<file path="src/hdl/wgm_pkg.sv">
// shared types and constants for the wildcard glob matcher
// no dependencies; imported by wgm_cell and wildcard_glob_matcher
package wgm_pkg;

  // pattern capacity in bytes; the row has one extra cell for the end position
  localparam int MAX_PATTERN = 32;
  localparam int NUM_CELLS   = MAX_PATTERN + 1;

  // pattern wildcards
  localparam logic [7:0] CHAR_ANY_ONE = 8'h3F;  // '?'
  localparam logic [7:0] CHAR_ANY_RUN = 8'h2A;  // '*'

  typedef enum logic [1:0] {
    FUNC_CLEAR  = 2'd0,
    FUNC_APPEND = 2'd1,
    FUNC_TEXT   = 2'd2,
    FUNC_END    = 2'd3
  } func_t;

  // broadcast from the top level to every cell
  typedef struct packed {
    logic       accept;
    func_t      func;
    logic [7:0] char_value;
  } cell_ctl_t;

  // fixed role of a cell in the row
  typedef struct packed {
    logic home;      // position zero, active after reset
    logic writable;  // may hold a pattern byte
  } cell_pos_t;

  // handed from cell i to cell i+1
  typedef struct packed {
    logic valid;  // cell i holds a pattern byte
    logic move;   // cell i consumes the text byte and hands its token on
    logic close;  // cell i is active next and holds a star
  } link_t;

endpackage

</file>
<file path="src/hdl/wildcard_glob_matcher.sv">
// wildcard glob matcher top level: row of wgm_cell positions and the result register
// depends on wgm_pkg and wgm_cell
//
// Glob matcher for '*' (any run, the empty run included) and '?' (any single byte);
// every other byte must match exactly, case respected. Each input word carries a
// command in s_tuser and a byte in s_tdata: clear pattern, append pattern byte,
// text byte, or end of text. Up to MAX_PATTERN pattern bytes are kept, one per cell
// of a row of MAX_PATTERN+1 cells; further bytes are dropped and an overflow flag is
// raised until the next clear. Each cell holds one pattern byte and one active token;
// a text byte moves all tokens at once, each cell handing its token to its right
// neighbor, and star closure ripples down the row like a carry chain. Only the end
// of text word yields an output word (matched in bit 0, overflow in bit 1), after
// which the matcher re-arms for the next text; a clear or an append also re-arms.
// One word is taken per cycle, every word type alike, while no result waits; the
// token update with its ripple through the row is what sets that rate. A result
// appears in the cycle after its end of text word and sits in an output register;
// while that result word waits for m_tready, s_tready is low and no input word of
// any type is taken, and input resumes in the same cycle the result word is taken.
module wildcard_glob_matcher import wgm_pkg::*; (
  input  logic       clk,
  input  logic       rst,
  // input stream
  input  logic       s_tvalid,
  output logic       s_tready,
  input  logic [7:0] s_tdata,   // [7:0] char_value
  input  logic [1:0] s_tuser,   // [1:0] func
  // result stream
  output logic       m_tvalid,
  input  logic       m_tready,
  output logic [7:0] m_tdata    // [0] matched, [1] pattern_overflow, [7:2] zero
);

  logic      s_accept;
  func_t     func;
  cell_ctl_t ctl;

  link_t     links [NUM_CELLS];
  link_t     tail_link;
  logic [NUM_CELLS-1:0] end_hits;
  logic [NUM_CELLS-1:0] valid_vec;

  logic      overflow_flag;
  logic      pattern_full;
  logic      matched_q;
  logic      overflow_q;

  // the result register frees up when its word is taken
  assign s_tready = !m_tvalid || m_tready;
  assign s_accept = s_tvalid && s_tready;
  assign func     = func_t'(s_tuser);

  assign ctl.accept     = s_accept;
  assign ctl.func       = func;
  assign ctl.char_value = s_tdata;

  // left edge of the row: position zero is seeded on every re-arm
  assign links[0].valid = 1'b1;
  assign links[0].move  = 1'b0;
  assign links[0].close = (func != FUNC_TEXT);

  genvar gi;
  generate
    for (gi = 0; gi < NUM_CELLS; gi++) begin : g_cell
      cell_pos_t pos;
      link_t     link_out;
      assign pos.home     = (gi == 0);
      assign pos.writable = (gi < MAX_PATTERN);
      wgm_cell u_cell (
        .clk      (clk),
        .rst      (rst),
        .ctl      (ctl),
        .pos      (pos),
        .link_in  (links[gi]),
        .link_out (link_out),
        .end_hit  (end_hits[gi])
      );
      assign valid_vec[gi] = link_out.valid;
      if (gi < NUM_CELLS - 1) begin : g_next
        assign links[gi+1] = link_out;
      end else begin : g_tail
        assign tail_link = link_out;
      end
    end
  endgenerate

  // store is full once the last pattern cell holds a byte
  assign pattern_full = valid_vec[MAX_PATTERN-1];

  always_ff @(posedge clk) begin
    if (rst) begin
      overflow_flag <= 1'b0;
    end else if (s_accept) begin
      if (func == FUNC_CLEAR) begin
        overflow_flag <= 1'b0;
      end else if ((func == FUNC_APPEND) && pattern_full) begin
        overflow_flag <= 1'b1;
      end
    end
  end

  // result register
  always_ff @(posedge clk) begin
    if (rst) begin
      m_tvalid <= 1'b0;
    end else if (s_accept && (func == FUNC_END)) begin
      m_tvalid <= 1'b1;
    end else if (m_tready) begin
      m_tvalid <= 1'b0;
    end
  end

  always_ff @(posedge clk) begin
    if (s_accept && (func == FUNC_END)) begin
      matched_q  <= |end_hits;
      overflow_q <= overflow_flag;
    end
  end

  assign m_tdata = {6'd0, overflow_q, matched_q};

  // filled cells always form a prefix of the row
  assert property (@(posedge clk) disable iff (rst)
    ((valid_vec + NUM_CELLS'(1)) & valid_vec) == '0)
    else $error("pattern cells not filled as a prefix");

  // the end-position cell never takes a byte, so it never hands anything on
  assert property (@(posedge clk) disable iff (rst)
    !tail_link.valid && !tail_link.move && !tail_link.close)
    else $error("end-position cell holds a pattern byte");

  // a clear empties the row and drops the overflow flag
  assert property (@(posedge clk) disable iff (rst)
    s_accept && (func == FUNC_CLEAR) |=> (valid_vec == '0) && !overflow_flag)
    else $error("clear did not empty the pattern");

  // every end of text word produces a result word
  assert property (@(posedge clk) disable iff (rst)
    s_accept && (func == FUNC_END) |=> m_tvalid)
    else $error("end of text without a result");

endmodule

</file>
<file path="src/hdl/wgm_cell.sv">
// one pattern position: stored byte, fill bit and active token
// depends on wgm_pkg
module wgm_cell import wgm_pkg::*; (
  input  logic      clk,
  input  logic      rst,
  input  cell_ctl_t ctl,
  input  cell_pos_t pos,
  input  link_t     link_in,
  output link_t     link_out,
  output logic      end_hit
);

  logic [7:0] pat;
  logic       valid;
  logic       active;

  logic       write_here;
  logic       valid_next;
  logic [7:0] pat_next;
  logic       star_next;
  logic       star_now;
  logic       stay;
  logic       active_next;

  assign write_here = (ctl.func == FUNC_APPEND) && pos.writable && !valid && link_in.valid;
  assign star_now   = valid && (pat == CHAR_ANY_RUN);
  assign stay       = active && star_now;

  always_comb begin
    valid_next = valid;
    pat_next   = pat;
    if (ctl.func == FUNC_CLEAR) begin
      valid_next = 1'b0;
    end else if (write_here) begin
      valid_next = 1'b1;
      pat_next   = ctl.char_value;
    end
    star_next = valid_next && (pat_next == CHAR_ANY_RUN);
    // text byte advances tokens, everything else re-arms from position zero
    if (ctl.func == FUNC_TEXT) begin
      active_next = link_in.close || link_in.move || stay;
    end else begin
      active_next = link_in.close;
    end
  end

  assign link_out.valid = valid;
  assign link_out.move  = (ctl.func == FUNC_TEXT) && active && valid && !star_now &&
                          ((pat == CHAR_ANY_ONE) || (pat == ctl.char_value));
  assign link_out.close = active_next && star_next;

  // hit when this cell is active and sits at the pattern end: the previous one is filled and it is not
  assign end_hit = active && link_in.valid && !valid;

  always_ff @(posedge clk) begin
    if (rst) begin
      valid  <= 1'b0;
      active <= pos.home;
    end else if (ctl.accept) begin
      valid  <= valid_next;
      active <= active_next;
    end
  end

  always_ff @(posedge clk) begin
    if (ctl.accept && write_here) begin
      pat <= ctl.char_value;
    end
  end

endmodule

</file>
<file path="config.mk">
export PLATFORM = sky130hd
export DESIGN_NAME = wildcard_glob_matcher
export DESIGN_NICKNAME = d
export VERILOG_FILES = /design/src/hdl/wgm_pkg.sv /design/src/hdl/wildcard_glob_matcher.sv /design/src/hdl/wgm_cell.sv
export SDC_FILE = /design/constraint.sdc
export NUM_CORES = 1
export LEC_CHECK = 0
export ABC_AREA = 0
export BUFFER_PORTS_ARGS = -buffer_cell sky130_fd_sc_hd__buf_2
export CAP_MARGIN = 25
export CORE_ASPECT_RATIO = 1.1
export CORE_MARGIN = 2
export CORE_UTILIZATION = 45
export DETAILED_ROUTE_END_ITERATION = 16
export GPL_TIMING_DRIVEN = 0
export SLEW_MARGIN = 20
export SYNTH_ARGS = -nofsm -noshare
export SYNTH_HDL_FRONTEND = slang
export SYNTH_SLANG_ARGS = --single-unit
</file>
<file path="constraint.sdc">
create_clock -name clk -period 3.5 [get_ports clk]
set_clock_uncertainty 0.1 [all_clocks]
set_input_delay 0.175 -clock clk [delete_from_list [all_inputs] [get_ports clk]]
set_output_delay 0.175 -clock clk [all_outputs]
set_load 0.01 [all_outputs]
</file>
==> impl_table.tex <==
\begin{tabular}{lr}
\hline
Metric & Value \\
\hline
\multicolumn{2}{l}{\textbf{Power}} \\
PD cells & between 400 and 500 nW/µm² \\
Leakage dissipation & about 5.9 nW \\
Peak supply drop & 0.000399 V \\
\multicolumn{2}{l}{\textbf{Synth}} \\
Fraction of synthesized area in multiplexers & 0 \\
Adder and majority cell fraction of the synthesized area & 0 \\
Complex-gate fraction of the synthesized area & 0.0955 \\
Combinational family with the most area after synthesis & simple AND/OR/NAND/NOR gates \\
Syn Inst Count & around 1,600 \\
Sequential element share of the synthesized area & 0.541 \\
Prevailing post-synth register cell & edfxtp\_1 \\
XOR/XNOR share of the synthesized area & 0.133 \\
Count of cell types in the netlist & around 80 \\
Fraction of registers with async set or reset after synthesis & 0 \\
Number of enable flip-flop cells after synthesis & about 260 \\
Ys Warns & 0 \\
Post-synthesis instance area & 16,800 µm² \\
Flip-flop and latch count after synthesis & roughly 330 \\
Average size of a mapped cell & roughly 11 µm² \\
Synth Area in Simple Gates & 0.203 \\
\multicolumn{2}{l}{\textbf{Timing}} \\
Final setup viols & 0 \\
Hold Vio Cnt, Final & 3 \\
Transition time at the pin with the least slew margin & about 1100 ps \\
RSZ-0062 raised after global routing & false \\
Final Max Tran Viols & 0 \\
Hold slack & -3.59 ps \\
Final period utilization & 0.993 \\
Achievable Freq & about 0.29 GHz \\
Slew headroom & 0.250 \\
Tmin final & approximately 3500 ps \\
\multicolumn{2}{l}{\textbf{Critical path}} \\
Startpoint of the most critical setup path & g\_cell[7].u\_cell.pat[7] \\
Critical Path, Cell by Cell & nor4bb\_1 > and3\_1 > nand3\_1 > and2\_1 > a311oi\_1 > a221oi\_2 > nand4\_2 > a41oi\_1 > o21ai\_1 > nand3\_1 > a31oi\_1 \\
Class of the most critical setup path & flip-flop to flip-flop \\
CP arrival & 3840 ps \\
Critical Path End Type & flip-flop \\
Highest fanout seen on the critical path & 5 \\
Standard cell with the maximum stage delay on the critical path & a311oi\_1 \\
Critical path data required time & around 3900 ps \\
Top delay family on crit path & simple AND/OR/NAND/NOR gates \\
Depth of the critical timing path with buffers and inverters included & 11 \\
Number of cells on the worst reg-to-reg path & 11 \\
Cell occurring most often along the worst timing path & nand3\_1 \\
Worst reg2reg path endpoint & g\_cell[21].u\_cell.active \\
Critical Path Start Type & flip-flop \\
Worst Setup EP & g\_cell[21].u\_cell.active \\
Buf/Inv on CP & 0 \\
Setup slack on the worst flop-to-flop path & 30 ps \\
RR Startpoint & g\_cell[7].u\_cell.pat[7] \\
Crit-path max cell delay & roughly 560 ps \\
\multicolumn{2}{l}{\textbf{Global routing}} \\
All-Layer GR Usage & 0.267 \\
Initial antenna violation count & 2 \\
Vias in the first global route & between 10,000 and 15,000 \\
GRT Residual Overflow & 0 \\
Largest net degree at the start of global routing & 34 \\
First-pass GRT wire length & between 70 and 80 mm \\
\multicolumn{2}{l}{\textbf{Floorplanning}} \\
Die Wd & roughly 190 µm \\
Die Ht & around 210 µm \\
Placement Rows & 74 \\
Top-level port count & 24 \\
Area of the die & between 30,000 and 40,000 µm² \\
Floorplan core area & 36,900 µm² \\
Starting Density & 0.455 \\
\multicolumn{2}{l}{\textbf{Drt}} \\
Number of remaining DRC errors & 0 \\
Total routed wirelength & 53.0 mm \\
DR vias/cell & between 5 and 6 \\
Number of violations reported at the end of detailed-routing iteration 0 & around 1,300 \\
Antenna violation net count after detailed routing & 0 \\
First-pass iteration count of the detailed router & 7 \\
Wire length per cell after detailed routing & around 24 µm \\
Vias after detailed routing & roughly 13,000 \\
\multicolumn{2}{l}{\textbf{Min path}} \\
HP Class & input port to flip-flop \\
Worst Hold Path Cells & 2 \\
\multicolumn{2}{l}{\textbf{Clock network}} \\
Max Root-Sink Buffers & 3 \\
Worst-skew pair later-pin latency & about 540 ps \\
Register clock-pin slew on the reported worst setup and hold paths & approximately 60 ps \\
CTS HTree Levels & 2 \\
CTS tree & built \\
Clock sink count & roughly 330 \\
Cts bufs inserted & 37 \\
Clk Tree Root Cell & clkbuf\_16 \\
\multicolumn{2}{l}{\textbf{Finish}} \\
Sequential cell area & 9090 µm² \\
Area added between synthesis and finish & 13.9\% \\
Diode count & 0 \\
Final core utilization & 0.518 \\
Total of fill cells in the finished design & approximately 3,400 \\
Share of cells above drive strength 1 & 0.0971 \\
Net total in the final layout & about 1,700 \\
Multi-input gate area in the final layout & around 7300 µm² \\
\multicolumn{2}{l}{\textbf{Outcome}} \\
Run status & finished, violations left \\
Violated checks & negative hold slack \\
\multicolumn{2}{l}{\textbf{Job}} \\
Number of max-capacitance violations reported & 0 \\
\multicolumn{2}{l}{\textbf{Place}} \\
Detailed Place HPWL & 34.5 mm \\
GP Congestion & 0.947 \\
Port Buffers & 16 \\
\hline
\end{tabular}
## cell type report
type                            instances  area share
Inverter                               21     0.00412
Tap cell                              494      0.0323
Sequential cell                       325       0.475
Multi-Input combinational cell       1156       0.384
Buffer                                 74      0.0215
Timing Repair Buffer                   35      0.0184
Clock inverter                         21     0.00995
Clock buffer                           47      0.0547
## cells by family (layout without fill, tap and decap cells)
family	count (synthesis)	in the layout
other cells	1	6
flops	325	325
buf+inv	96	198
compound gates	240	240
xor+xnor	255	255
simple gates	655	655
## synth_stat cells, drive strengths merged, types with 30 or more instances
cell type    n  share of area
xor2       114          0.059
a21oi       59          0.018
dfxtp       67          0.080
edfxtp     258           0.46
nor4        38          0.015
o21ai       57          0.017
nand2      114          0.025
xnor2      141          0.074
nand4       74          0.028
clkbuf      30         0.0067
nor3        41          0.012
nand3       63          0.020
buf         45          0.015
nor2       176          0.039
## worst min path at each step
stage | endpoint | from
floorplan | g_cell[0].u_cell.pat[0] | s_tdata[0]
global placement | overflow_q | overflow_flag
detailed placement | overflow_q | overflow_flag
CTS | g_cell[8].u_cell.pat[3] | s_tdata[3]
global route | g_cell[8].u_cell.pat[4] | s_tdata[4]
finish | g_cell[8].u_cell.pat[7] | s_tdata[7]
## through the flow
step	setup TNS [ps]	setup slack (ps)	total power, mW	cells	cell area (µm²)
after CTS	0	13.7	8.71	2167	18900
after detailed placement	-24000	-1120	4.80	2091	17600
after floorplan	0	651	4.56	1577	16800
after global routing	0	15.8	8.92	2173	19100
final	0	26.2	8.71	2173	19100
after global placement	-25050	-1120	4.79	2087	17500
## registers in the layout, summed over array words and instances, names as in the netlist
signal                flops
g_cell.u_cell.pat       256
matched_q                 1
g_cell.u_cell.valid      32
m_tvalid                  1
overflow_flag             1
overflow_q                1
g_cell.u_cell.active     33
## power by group
| group | total, mW | switching [mW] | internal (mW) |
|---|---|---|---|
| sequential | 4.20 | 0.0201 | 4.18 |
| clock | 3.95 | 1.60 | 2.34 |
| combinational | 0.562 | 0.387 | 0.175 |
## layout by cell type, fill, tap and decap left out, types with 25 or more instances in the layout
| cell type | count |
|---|---|
| a21oi_1 | 59 |
| buf_2 | 25 |
| buf_4 | 25 |
| clkbuf_1 | 33 |
| clkbuf_16 | 39 |
| dfxtp_1 | 67 |
| edfxtp_1 | 258 |
| nand2_1 | 114 |
| nand3_1 | 62 |
| nand4_1 | 73 |
| nor2_1 | 176 |
| nor3_1 | 38 |
| nor4_1 | 36 |
| o21ai_0 | 48 |
| xnor2_1 | 141 |
| xor2_1 | 114 |
## routing by layer
metal / part of all wire / vias up / wire length (µm) / GRT usage
li1: - / 5954 / - / -
met5: 0.00025 / - / 13 / 0
met2: 0.47 / 506 / 25200 / 0.453
met3: 0.066 / 115 / 3510 / 0.0391
met1: 0.43 / 6417 / 22500 / 0.347
met4: 0.033 / 2 / 1750 / 0.103
## repair_timing
action,4_1_cts,5_1_grt
setup buffers,4,0
resized for setup,16,24
endpoints found under the hold margin,52,152
gates cloned,0,0
hold buffers,4,6
setup endpoints to repair,26,12
Power figures use the tool's default switching activity.
